$ cat src/hdl/nnsag_pkg.sv
// Shared widths and register index codes for the nearest-neighbor scaler
// address generator. No dependencies; used by the top level and its checker.
package nnsag_pkg;

   // Field widths
   localparam int CFG_DIM_W  = 13;  // width and height registers
   localparam int EB_W       = 3;   // element size register
   localparam int PITCH_W    = 16;  // row pitch registers
   localparam int OFF_W      = 28;  // byte offsets
   localparam int STEP_W     = 16;  // (src_width div dst_width) * bytes

   // Configuration port
   localparam int CSR_IDX_W  = 3;
   localparam int CSR_DATA_W = 16;

   // Stream data widths (whole bytes)
   localparam int REQ_DATA_W = 8;
   localparam int RSP_DATA_W = 56;

   // Register indexes
   localparam logic [CSR_IDX_W-1:0] REG_SRC_WIDTH     = 3'd0;
   localparam logic [CSR_IDX_W-1:0] REG_SRC_HEIGHT    = 3'd1;
   localparam logic [CSR_IDX_W-1:0] REG_DST_WIDTH     = 3'd2;
   localparam logic [CSR_IDX_W-1:0] REG_DST_HEIGHT    = 3'd3;
   localparam logic [CSR_IDX_W-1:0] REG_ELEMENT_BYTES = 3'd4;
   localparam logic [CSR_IDX_W-1:0] REG_SRC_ROW_PITCH = 3'd5;
   localparam logic [CSR_IDX_W-1:0] REG_DST_ROW_PITCH = 3'd6;

   // Step divider: one quotient bit per cycle
   localparam int DIV_CNT_W  = $clog2(CFG_DIM_W + 1);

endpackage

$ cat src/hdl/nearest_neighbor_scaler_address_gen_unit.sv
// Nearest-neighbor scaler address generator: top level.
// Depends on nnsag_pkg.
//
// Each request beat yields one response beat with the source and destination
// byte offsets of the next destination pixel in raster order; req_tdata[0]
// (restart) first returns the walk to pixel zero zero. The block takes one
// beat per clock while the response stream does not stall and no setup
// runs. A beat goes through the product stage, which forms the row products
// and advances the position accumulators, then the response register, which
// adds the column terms. After any configuration write, req_tready stays low
// through a load step, the bit-per-cycle divider that forms the column and
// row steps, and a step that scales the column step by the element size.
module nearest_neighbor_scaler_address_gen_unit #(
   parameter int MAX_DIM = 4096
) (
   input  logic                                clock,
   input  logic                                reset,
   // request stream
   input  logic                                req_tvalid,
   output logic                                req_tready,
   input  logic [nnsag_pkg::REQ_DATA_W-1:0]    req_tdata,  // [0] restart
   // response stream
   output logic                                rsp_tvalid,
   input  logic                                rsp_tready,
   output logic [nnsag_pkg::RSP_DATA_W-1:0]    rsp_tdata,  // [27:0] source byte offset,
                                                           // [55:28] dest byte offset
   output logic                                rsp_tuser,  // [0] end_of_row
   output logic                                rsp_tlast,  // end_of_frame
   // configuration writes
   input  logic                                csr_we,
   input  logic [nnsag_pkg::CSR_IDX_W-1:0]     csr_index,
   input  logic [nnsag_pkg::CSR_DATA_W-1:0]    csr_wdata
);

   localparam int DIM_W = nnsag_pkg::CFG_DIM_W;
   localparam int EB_W  = nnsag_pkg::EB_W;
   localparam int PW    = nnsag_pkg::PITCH_W;
   localparam int OFF_W = nnsag_pkg::OFF_W;
   localparam int CNT_W = $clog2(MAX_DIM);
   localparam int EXT_W = ((CNT_W > DIM_W) ? CNT_W : DIM_W) + 1;

   // setup sequencer codes
   localparam logic [1:0] ST_IDLE  = 2'd0;
   localparam logic [1:0] ST_LOAD  = 2'd1;
   localparam logic [1:0] ST_DIV   = 2'd2;
   localparam logic [1:0] ST_SCALE = 2'd3;

   function automatic logic [DIM_W-1:0] eff_dim(input logic [DIM_W-1:0] v);
      logic [DIM_W-1:0] r;
      r = v;
      if (v == '0) begin
         r = DIM_W'(1);
      end else if (32'(v) > MAX_DIM) begin
         r = DIM_W'(MAX_DIM);
      end
      return r;
   endfunction

   function automatic logic [EB_W-1:0] eff_bytes(input logic [EB_W-1:0] v);
      logic [EB_W-1:0] r;
      r = v;
      if (v == '0) begin
         r = EB_W'(1);
      end else if (v > EB_W'(4)) begin
         r = EB_W'(4);
      end
      return r;
   endfunction

   // ------------------------------------------------------------------
   // Configuration registers
   logic [DIM_W-1:0] src_width_ff, src_height_ff, dst_width_ff, dst_height_ff;
   logic [EB_W-1:0]  element_bytes_ff;
   logic [PW-1:0]    src_pitch_ff, dst_pitch_ff;

   always_ff @(posedge clock) begin
      if (reset) begin
         src_width_ff     <= DIM_W'(1);
         src_height_ff    <= DIM_W'(1);
         dst_width_ff     <= DIM_W'(1);
         dst_height_ff    <= DIM_W'(1);
         element_bytes_ff <= EB_W'(1);
         src_pitch_ff     <= PW'(1);
         dst_pitch_ff     <= PW'(1);
      end else if (csr_we) begin
         case (csr_index)
            nnsag_pkg::REG_SRC_WIDTH:     src_width_ff     <= csr_wdata[DIM_W-1:0];
            nnsag_pkg::REG_SRC_HEIGHT:    src_height_ff    <= csr_wdata[DIM_W-1:0];
            nnsag_pkg::REG_DST_WIDTH:     dst_width_ff     <= csr_wdata[DIM_W-1:0];
            nnsag_pkg::REG_DST_HEIGHT:    dst_height_ff    <= csr_wdata[DIM_W-1:0];
            nnsag_pkg::REG_ELEMENT_BYTES: element_bytes_ff <= csr_wdata[EB_W-1:0];
            nnsag_pkg::REG_SRC_ROW_PITCH: src_pitch_ff     <= csr_wdata[PW-1:0];
            nnsag_pkg::REG_DST_ROW_PITCH: dst_pitch_ff     <= csr_wdata[PW-1:0];
            default: ;
         endcase
      end
   end

   logic [DIM_W-1:0] sw, sh, dw, dh;
   logic [EB_W-1:0]  eb;
   assign sw = eff_dim(src_width_ff);
   assign sh = eff_dim(src_height_ff);
   assign dw = eff_dim(dst_width_ff);
   assign dh = eff_dim(dst_height_ff);
   assign eb = eff_bytes(element_bytes_ff);

   // ------------------------------------------------------------------
   // Step setup: two restoring dividers (lane 0 columns, lane 1 rows)
   logic [1:0]                      st_ff, st_in;
   logic [nnsag_pkg::DIV_CNT_W-1:0] cnt_ff, cnt_in;
   logic [DIM_W-1:0]                quo_ff [2];
   logic [DIM_W-1:0]                rem_ff [2];
   logic [DIM_W-1:0]                dvs_ff [2];
   logic [DIM_W-1:0]                quo_in [2];
   logic [DIM_W-1:0]                rem_in [2];
   logic [DIM_W-1:0]                dvs_in [2];
   logic [DIM_W:0]                  trial  [2];

   logic [nnsag_pkg::STEP_W-1:0]    col_step_ff, col_step_in;
   logic [CNT_W-1:0]                col_rem_ff, col_rem_in;
   logic [DIM_W-1:0]                row_step_ff, row_step_in;
   logic [CNT_W-1:0]                row_rem_ff, row_rem_in;

   always_comb begin
      st_in       = st_ff;
      cnt_in      = cnt_ff;
      col_step_in = col_step_ff;
      col_rem_in  = col_rem_ff;
      row_step_in = row_step_ff;
      row_rem_in  = row_rem_ff;
      for (int i = 0; i < 2; i++) begin
         quo_in[i] = quo_ff[i];
         rem_in[i] = rem_ff[i];
         dvs_in[i] = dvs_ff[i];
         trial[i]  = {rem_ff[i], quo_ff[i][DIM_W-1]};
      end
      case (st_ff)
         ST_LOAD: begin
            quo_in[0] = sw;
            dvs_in[0] = dw;
            quo_in[1] = sh;
            dvs_in[1] = dh;
            rem_in[0] = '0;
            rem_in[1] = '0;
            cnt_in    = '0;
            st_in     = ST_DIV;
         end
         ST_DIV: begin
            for (int i = 0; i < 2; i++) begin
               if (trial[i] >= {1'b0, dvs_ff[i]}) begin
                  rem_in[i] = DIM_W'(trial[i] - {1'b0, dvs_ff[i]});
                  quo_in[i] = {quo_ff[i][DIM_W-2:0], 1'b1};
               end else begin
                  rem_in[i] = trial[i][DIM_W-1:0];
                  quo_in[i] = {quo_ff[i][DIM_W-2:0], 1'b0};
               end
            end
            cnt_in = cnt_ff + 1'b1;
            if (cnt_ff == nnsag_pkg::DIV_CNT_W'(DIM_W - 1)) begin
               st_in = ST_SCALE;
            end
         end
         ST_SCALE: begin
            col_step_in = nnsag_pkg::STEP_W'(quo_ff[0] * nnsag_pkg::STEP_W'(eb));
            col_rem_in  = CNT_W'(rem_ff[0]);
            row_step_in = quo_ff[1];
            row_rem_in  = CNT_W'(rem_ff[1]);
            st_in       = ST_IDLE;
         end
         default: ;
      endcase
      // any write restarts the setup
      if (csr_we) begin
         st_in = ST_LOAD;
      end
   end

   always_ff @(posedge clock) begin
      if (reset) begin
         st_ff       <= ST_IDLE;
         cnt_ff      <= '0;
         col_step_ff <= nnsag_pkg::STEP_W'(1);
         col_rem_ff  <= '0;
         row_step_ff <= DIM_W'(1);
         row_rem_ff  <= '0;
      end else begin
         st_ff       <= st_in;
         cnt_ff      <= cnt_in;
         col_step_ff <= col_step_in;
         col_rem_ff  <= col_rem_in;
         row_step_ff <= row_step_in;
         row_rem_ff  <= row_rem_in;
      end
   end

   // divider datapath
   always_ff @(posedge clock) begin
      for (int i = 0; i < 2; i++) begin
         quo_ff[i] <= quo_in[i];
         rem_ff[i] <= rem_in[i];
         dvs_ff[i] <= dvs_in[i];
      end
   end

   // ------------------------------------------------------------------
   // Handshake and stage control
   logic p_vld_ff, o_vld_ff;
   logic p_adv, o_adv, accept;

   assign o_adv      = !o_vld_ff || rsp_tready;
   assign p_adv      = !p_vld_ff || o_adv;
   assign req_tready = p_adv && (st_ff == ST_IDLE);
   assign accept     = req_tvalid && req_tready;

   always_ff @(posedge clock) begin
      if (reset) begin
         p_vld_ff <= 1'b0;
         o_vld_ff <= 1'b0;
      end else begin
         if (p_adv) begin
            p_vld_ff <= accept;
         end
         if (o_adv) begin
            o_vld_ff <= p_vld_ff;
         end
      end
   end

   // ------------------------------------------------------------------
   // Position state
   logic [CNT_W-1:0] dcol_ff, drow_ff, crem_ff, rrem_ff;
   logic [OFF_W-1:0] scb_ff, srow_ff;
   logic [CNT_W-1:0] dcol_in, drow_in, crem_in, rrem_in;
   logic [OFF_W-1:0] scb_in, srow_in;

   // current position, restart applied
   logic [CNT_W-1:0] dcol_c, drow_c, crem_c, rrem_c;
   logic [OFF_W-1:0] scb_c, srow_c;
   logic             restart, last_col, last_row;
   logic [EXT_W-1:0] csum, rsum;

   assign restart = req_tdata[0];

   always_comb begin
      if (restart) begin
         dcol_c = '0;
         drow_c = '0;
         crem_c = '0;
         rrem_c = '0;
         scb_c  = '0;
         srow_c = '0;
      end else begin
         dcol_c = dcol_ff;
         drow_c = drow_ff;
         crem_c = crem_ff;
         rrem_c = rrem_ff;
         scb_c  = scb_ff;
         srow_c = srow_ff;
      end

      last_col = (EXT_W'(dcol_c) + EXT_W'(1)) >= EXT_W'(dw);
      last_row = (EXT_W'(drow_c) + EXT_W'(1)) >= EXT_W'(dh);
      csum     = EXT_W'(crem_c) + EXT_W'(col_rem_ff);
      rsum     = EXT_W'(rrem_c) + EXT_W'(row_rem_ff);

      dcol_in = '0;
      drow_in = '0;
      crem_in = '0;
      rrem_in = '0;
      scb_in  = '0;
      srow_in = '0;
      if (!last_col) begin
         // next pixel in the row
         dcol_in = dcol_c + 1'b1;
         drow_in = drow_c;
         rrem_in = rrem_c;
         srow_in = srow_c;
         if (csum >= EXT_W'(dw)) begin
            crem_in = CNT_W'(csum - EXT_W'(dw));
            scb_in  = scb_c + OFF_W'(col_step_ff) + OFF_W'(eb);
         end else begin
            crem_in = CNT_W'(csum);
            scb_in  = scb_c + OFF_W'(col_step_ff);
         end
      end else if (!last_row) begin
         // first pixel of the next row
         drow_in = drow_c + 1'b1;
         if (rsum >= EXT_W'(dh)) begin
            rrem_in = CNT_W'(rsum - EXT_W'(dh));
            srow_in = srow_c + OFF_W'(row_step_ff) + OFF_W'(1);
         end else begin
            rrem_in = CNT_W'(rsum);
            srow_in = srow_c + OFF_W'(row_step_ff);
         end
      end
   end

   always_ff @(posedge clock) begin
      if (reset) begin
         dcol_ff <= '0;
         drow_ff <= '0;
         crem_ff <= '0;
         rrem_ff <= '0;
         scb_ff  <= '0;
         srow_ff <= '0;
      end else if (accept) begin
         dcol_ff <= dcol_in;
         drow_ff <= drow_in;
         crem_ff <= crem_in;
         rrem_ff <= rrem_in;
         scb_ff  <= scb_in;
         srow_ff <= srow_in;
      end
   end

   // ------------------------------------------------------------------
   // Product stage: row terms and column byte offsets
   logic [OFF_W-1:0] p_sprod_ff, p_dprod_ff, p_scb_ff, p_dcb_ff;
   logic             p_eor_ff, p_eof_ff;

   always_ff @(posedge clock) begin
      if (accept) begin
         p_sprod_ff <= srow_c * OFF_W'(src_pitch_ff);
         p_dprod_ff <= OFF_W'(drow_c) * OFF_W'(dst_pitch_ff);
         p_scb_ff   <= scb_c;
         p_dcb_ff   <= OFF_W'(dcol_c) * OFF_W'(eb);
         p_eor_ff   <= last_col;
         p_eof_ff   <= last_col && last_row;
      end
   end

   // ------------------------------------------------------------------
   // Response register
   logic [OFF_W-1:0] o_src_ff, o_dst_ff;
   logic             o_eor_ff, o_eof_ff;

   always_ff @(posedge clock) begin
      if (o_adv && p_vld_ff) begin
         o_src_ff <= p_sprod_ff + p_scb_ff;
         o_dst_ff <= p_dprod_ff + p_dcb_ff;
         o_eor_ff <= p_eor_ff;
         o_eof_ff <= p_eof_ff;
      end
   end

   assign rsp_tvalid = o_vld_ff;
   assign rsp_tdata  = {o_dst_ff, o_src_ff};
   assign rsp_tuser  = o_eor_ff;
   assign rsp_tlast  = o_eof_ff;

endmodule

$ cat config.mk
export PLATFORM = sky130hd
export DESIGN_NAME = nearest_neighbor_scaler_address_gen_unit
export DESIGN_NICKNAME = d
export VERILOG_FILES = /design/src/hdl/nnsag_pkg.sv /design/src/hdl/nearest_neighbor_scaler_address_gen_unit.sv
export SDC_FILE = /design/constraint.sdc
export NUM_CORES = 2
export LEC_CHECK = 0
export BUFFER_PORTS_ARGS = -buffer_cell sky130_fd_sc_hd__buf_2
export CELL_PAD_IN_SITES_DETAIL_PLACEMENT = 0
export CELL_PAD_IN_SITES_GLOBAL_PLACEMENT = 1
export CORE_ASPECT_RATIO = 1.25
export CORE_MARGIN = 10
export CORE_UTILIZATION = 51
export DETAILED_ROUTE_END_ITERATION = 12
export GPL_ROUTABILITY_DRIVEN = 0
export PLACE_DENSITY = 0.81
export REMOVE_ABC_BUFFERS = 1
export SYNTH_ARGS = -nofsm -noshare
export SYNTH_HDL_FRONTEND = slang
export SYNTH_SLANG_ARGS = --single-unit
export TNS_END_PERCENT = 30
$ cat constraint.sdc
create_clock -name clock -period 10.55 [get_ports clock]
set_clock_uncertainty 0.1 [all_clocks]
set_input_delay 1.055 -clock clock [delete_from_list [all_inputs] [get_ports clock]]
set_output_delay 1.055 -clock clock [all_outputs]
set_load 0.005 [all_outputs]
# [After elaboration in Yosys (flattened, before gate mapping)]
# Memory sizes are Yosys's and may differ from the RTL's.
# Cells that the tools add are included.
[word_totals] reg_bits=411 ram_bits=78 inputBits=32 out_inout_bits=60 wordCells=147 memories=3
[memory_table] memory="dvs_ff" depth=2 word_bits=13 read_ports=2 rd_ports_with_merged_regs=0 wr=2 line_no="nearest_neighbor_scaler_address_gen_unit.sv:113" text="logic [DIM_W-1:0] dvs_ff [2];"
[memory_table] memory="quo_ff" depth=2 word_bits=13 read_ports=2 rd_ports_with_merged_regs=0 wr=2 line_no="nearest_neighbor_scaler_address_gen_unit.sv:111" text="logic [DIM_W-1:0] quo_ff [2];"
[memory_table] memory="rem_ff" depth=2 word_bits=13 read_ports=2 rd_ports_with_merged_regs=0 wr=2 line_no="nearest_neighbor_scaler_address_gen_unit.sv:112" text="logic [DIM_W-1:0] rem_ff [2];"
[op_classes] addsub=17 multipliers=4 order_cmp=11 eq_ne=12 muxes=40 n_reduce_logical=28
[ops] cell="$mux W28" count=7
[ops] cell="$mux W12" count=12
[ops] cell="$mux W13" count=10
[ops] cell="$pmux W26 S2" count=2
[ops] cell="$ge A13 B13 Y1" count=4
[ops] cell="$gt A13 B13 Y1 const B" count=4
[ops] cell="$logic_not A13 Y1" count=4
[ops] cell="$add A28 B1 Y28 const B" count=1
[ops] cell="$add A28 B13 Y28" count=1
[ops] cell="$add A28 B15 Y28" count=1
[ops] cell="$add A28 B16 Y28" count=1
[ops] cell="$add A28 B28 Y28" count=1
[ops] cell="$add A28 B3 Y28" count=1
[ops] cell="$ge A14 B13 Y1" count=2
[ops] cell="$mul A12 B16 Y28" count=1
[ops] cell="$mul A28 B16 Y28" count=1
[ops] cell="$add A12 B1 Y13 const B" count=2
[ops] cell="$add A12 B12 Y13" count=2
[ops] cell="$mux W26" count=1
[ops] cell="$sub A13 B13 Y13" count=2
[ops] cell="$add A12 B1 Y12 const B" count=2
[ops] cell="$sub A12 B12 Y12" count=2
[ops] cell="$reduce_and A2 Y1" count=9
[ops] cell="$mul A13 B3 Y16" count=1
[ops] cell="other kinds (25)" count=38

# [Longest topological paths before layout]
[logic_depth] depth_word=7 ltp_mapped=31 depth_no_buf=24

# [Worst setup path before layout]
# No wires, ideal clock.
[synth_timing] kind="in2reg" start="in req_tdata[0] (netlist bit)" end="reg p_sprod_ff[26], data pin" setup_ns=0.258 arrival_time_ns=7.858 required_time_ns=10.192 slack_ns=2.335 path_stages=27 path_buffers=7 path_cell_list="clkbuf_1 -> clkbuf_1 -> clkbuf_1 -> clkbuf_1 -> buf_2 -> buf_2 -> nor2b_1 -> clkbuf_1 -> nand2_1 -> fa_1 -> fa_1 -> fa_1 -> fa_1 -> inv_1 -> fa_1 -> fa_1 -> ha_1 -> a21oi_1 -> nor2_1 -> a21oi_1 -> o311a_1 -> nor3_1 -> and4_1 -> a2111oi_2 -> o211ai_1 -> a21oi_1 -> xnor2_1"
[synth_via] elab_chain_cells=2
[synth_lines] item="start: declaration" line_no="nearest_neighbor_scaler_address_gen_unit.sv:21" text="input logic [nnsag_pkg::REQ_DATA_W-1:0] req_tdata,"
[synth_lines] item="$mux W28" line_no="nearest_neighbor_scaler_address_gen_unit.sv:245" text="if (restart) begin"
[synth_lines] item="$mul A28 B16 Y28" line_no="nearest_neighbor_scaler_address_gen_unit.sv:323" text="p_sprod_ff <= srow_c * OFF_W'(src_pitch_ff);"
[synth_lines] item="end signal: assignment" line_no="nearest_neighbor_scaler_address_gen_unit.sv:323"
[synth_lines] item="end: declaration" line_no="nearest_neighbor_scaler_address_gen_unit.sv:318" text="logic [OFF_W-1:0] p_sprod_ff, p_dprod_ff, p_scb_ff, p_dcb_ff;"
# Every way passes these cells.
# A chain may end at the register's enable or synchronous reset.

# [Final worst setup path]
[layout_timing] start="in req_tdata[0] (netlist bit)" end="reg p_sprod_ff[24], data pin"
# Same word-level chain as after synthesis.

==> out/summary.txt <==
Run status: finished, final reports clean
Required @ worst endpoint: 10.81 ns
Area of the die: 100000 um^2
Synth Instances: 4988
Vias: 34100
Seq/Total Area, Yosys: 0.271
Ys async rst share: 0
CP Launch Type: input pin
Buf+Inv Stages, Crit Path: 7
Sw Pwr: 1.31 mW
Crit path capture type: flip-flop
Mapped Area: 44800 um^2
Distinct cells, synth: 105
CTS Buf Count: 55
Die Height: 351 um
Nets: 5782
FF/Latch Area: 12200 um^2
Dpl cell area: 46500 um^2
Setup bufs post-CTS: 0
MaxCap Viol Count: 0
Pre-CTS WS: 2.11 ns
GR Util All Layers: 0.233
DRT iter0 DRCs: 1856
Root buffer cell: clkbuf_16
Top_reg_cell synth: dfxtp_1
Layout area overhead: 7.70%
Share of layout cells above drive strength 1: 0.0624
RSZ-0062 raised after global routing: no
Clock tree buffer depth: 3
Global-route wire length before repair: 188 mm
PD cells: 98.5 nW/um^2
DRT Wirelength: 115 mm
GR Util met2: 0.438
Rel. slew slack: 0.225
Worst skew pair latency: 0.64 ns
Minimum clock period: 7.80 ns
CORE AREA: 87200 um^2
Switch share: 0.276
WL/cell: 18.6 um
Largest stage delay, worst path: 0.87 ns
Reg2Reg Depth: 23
Drt pass-1 iters: 6
Max Clk Rate: 128 MHz
Number of vias per cell: 5.49
Fill cell count: 8177
CP top delay family: adder cells
Final setup vio count: 0
DRC Markers: 0
HP Class: reg2reg
ANT nets after route: 0
Min-Delay Path Depth: 0
Clock tree sinks: 489
Cell Int Power: 3.45 mW
Met1 Use GR: 0.271
Die Wd: 285 um
M3 GR Usage: 0.0254
Slowest-stage cell, CP: nor2b_1
Final HPWL from detailed placement: 87.5 mm
Largest net degree at the start of global routing: 88
Slew @ Worst Pin: 1.16 ns
Clk slew on worst S/H paths: 0.06 ns
Non-Filler Instances: 6203
Flop pwr share: 0.452
Syn Area/Cell: 8.99 um^2
Combinational share of power: 0.141
Crit path arrival time: 8.06 ns
#FFs+latches synth: 489
Top-level port count: 92
GR peak layer: met2
Stages on the worst setup path: 24
CP max FO: 57
Final Cycle Share: 0.740
Post-cts gate resize count: 0
Initial antenna violation count: 9
Vias in the first global route: 35100
Final Slew Violations: 0
Crit path kind: in2reg
Rows: 121
Final hold vios: 0
Post-route cell area: 48300 um^2
CTS tree: built
I/O Buffers: 84
Most used cell, CP: fa_1
Final setup margin: 2.75 ns
Max VDD drop: 0.128 mV
Initial core utilization: 0.514
Hold WS: 0.318 ns
Clk network pwr share: 0.407
Area of the multi-input gates: 29600 um^2
CP Cell Sequence: buf_4 > nor2b_1 > buf_4 > nand2_1 > fa_1 > inv_1 > fa_1 > inv_1 > fa_1 > inv_1 > fa_1 > fa_1 > inv_1 > fa_1 > inv_1 > ha_1 > nor3_1 > o311a_1 > nor3_1 > and4_1 > a2111oi_2 > o21ai_0 > a21oi_1 > xnor2_1
Pleak: 21.1 nW
Setup_tns: 0 ns
Cell count after placement: 6098
Yosys Warn Count: 0
CTS HTree Levels: 2
Number of synthesized flops with an enable pin: 237
Cts hold-fix bufs: 0
GR Overflow Total: 0
metrics by stage:
stage | power, mW | utilization
floorplan | 2.62 | -
global placement | 2.86 | 0.533
detailed placement | 2.86 | 0.533
CTS | 4.80 | 0.554
global route | 4.95 | 0.554
finish | 4.76 | 0.554
registers in the layout (all words and copies together) (netlist names), 13 cells and up:
| signal | cells |
|---|---|
| col_step_ff | 16 |
| dst_height_ff | 13 |
| dst_pitch_ff | 16 |
| dst_width_ff | 13 |
| dvs_ff | 26 |
| o_dst_ff | 28 |
| o_src_ff | 28 |
| p_dcb_ff | 15 |
| p_dprod_ff | 28 |
| p_scb_ff | 28 |
| p_sprod_ff | 28 |
| quo_ff | 26 |
| rem_ff | 26 |
| row_step_ff | 13 |
| scb_ff | 28 |
| src_height_ff | 13 |
| src_pitch_ff | 16 |
| src_width_ff | 13 |
| srow_ff | 28 |
cell usage after synthesis, types with 6 or more instances:
cell type | count | share of area
a211oi_1 | 34 | 0.0057
a21boi_0 | 9 | 0.0015
a21o_1 | 67 | 0.011
a21oi_1 | 249 | 0.028
a22o_1 | 22 | 0.0043
a22oi_1 | 52 | 0.0087
a31oi_1 | 13 | 0.0018
and2_1 | 212 | 0.030
and3_1 | 33 | 0.0046
buf_1 | 11 | 0.00092
buf_2 | 9 | 0.0010
clkbuf_1 | 186 | 0.016
dfxtp_1 | 252 | 0.11
edfxtp_1 | 237 | 0.16
fa_1 | 422 | 0.19
ha_1 | 341 | 0.095
inv_1 | 605 | 0.051
mux2_2 | 6 | 0.0015
mux2i_1 | 80 | 0.018
nand2_1 | 761 | 0.064
nand2b_1 | 42 | 0.0059
nand3_1 | 77 | 0.0086
nand4_1 | 25 | 0.0035
nor2_1 | 319 | 0.027
nor2b_1 | 133 | 0.019
nor3_1 | 67 | 0.0075
nor4_1 | 19 | 0.0027
o2111ai_1 | 6 | 0.0012
o211a_1 | 6 | 0.0013
o211ai_1 | 10 | 0.0017
o21a_1 | 37 | 0.0062
o21ai_0 | 135 | 0.015
o21ai_1 | 21 | 0.0023
o21bai_1 | 20 | 0.0033
o31a_1 | 9 | 0.0018
o31ai_1 | 15 | 0.0025
o41ai_1 | 10 | 0.0020
or2_2 | 9 | 0.0013
or3_1 | 15 | 0.0021
xnor2_1 | 187 | 0.037
xor2_1 | 103 | 0.020
power groups by stage:
stage / logic [mW] / clock network, mW / registers (mW)
global placement: 0.667 / 0 / 2.19
detailed placement: 0.672 / 0 / 2.19
global route: 0.751 / 2.04 / 2.16
CTS: 0.676 / 1.97 / 2.15
floorplan: 0.456 / 0 / 2.17
finish: 0.672 / 1.94 / 2.15
path summary, 6_finish.rpt:
| check | startpoint | endpoint | slack, ns |
|---|---|---|---|
| setup / recovery | req_tdata[0] | p_sprod_ff[24]$_DFFE_PP_ | 2.75 |
| hold / removal | p_eor_ff$_DFFE_PP_ | rsp_tuser$_DFFE_PP_ | 0.32 |
| setup reg to reg | srow_ff[7]$_SDFFE_PP0P_ | p_sprod_ff[24]$_DFFE_PP_ | 3.26 |
| hold reg to reg | p_eor_ff$_DFFE_PP_ | rsp_tuser$_DFFE_PP_ | 0.32 |
final cells by class:
class | count | area share
multi-input cells | 3680 | 0.614
diodes | 2 | 0.000104
inverters | 609 | 0.0474
clock buffers | 71 | 0.0310
repair buffers | 152 | 0.0195
flip-flops and latches | 489 | 0.252
clock inverters | 32 | 0.00630
well taps | 1168 | 0.0303
layer usage:
metal,share of wire,vias up
met3,0.041,232
met1,0.40,16700
met5,0.00044,-
li1,-,16400
met2,0.52,704
met4,0.037,8
cell families after synthesis:
| family | after synthesis | synth area share |
|---|---|---|
| muxes | 86 | 0.0194 |
| AOI/OAI and AO/OA | 785 | 0.114 |
| DFF | 489 | 0.271 |
| buffers and inverters | 819 | 0.0694 |
| adders and majority gates | 763 | 0.284 |
| and+or+nand+nor | 1756 | 0.185 |
| xor gates and xnor gates | 290 | 0.0567 |
layout by cell type, fill, tap and decap left out, drive strengths merged, types with 36 or more instances in the layout:
| master | n |
|---|---|
| a211oi | 36 |
| a21o | 69 |
| a21oi | 251 |
| a22oi | 53 |
| and2 | 212 |
| buf | 152 |
| clkbuf | 71 |
| dfxtp | 252 |
| edfxtp | 237 |
| fa | 422 |
| ha | 341 |
| inv | 613 |
| mux2i | 80 |
| nand2 | 762 |
| nand2b | 42 |
| nand3 | 77 |
| nor2 | 320 |
| nor2b | 134 |
| nor3 | 68 |
| o21a | 38 |
| o21ai | 157 |
| xnor2 | 187 |
| xor2 | 103 |
Note: power is estimated with default switching activity, not from simulation.
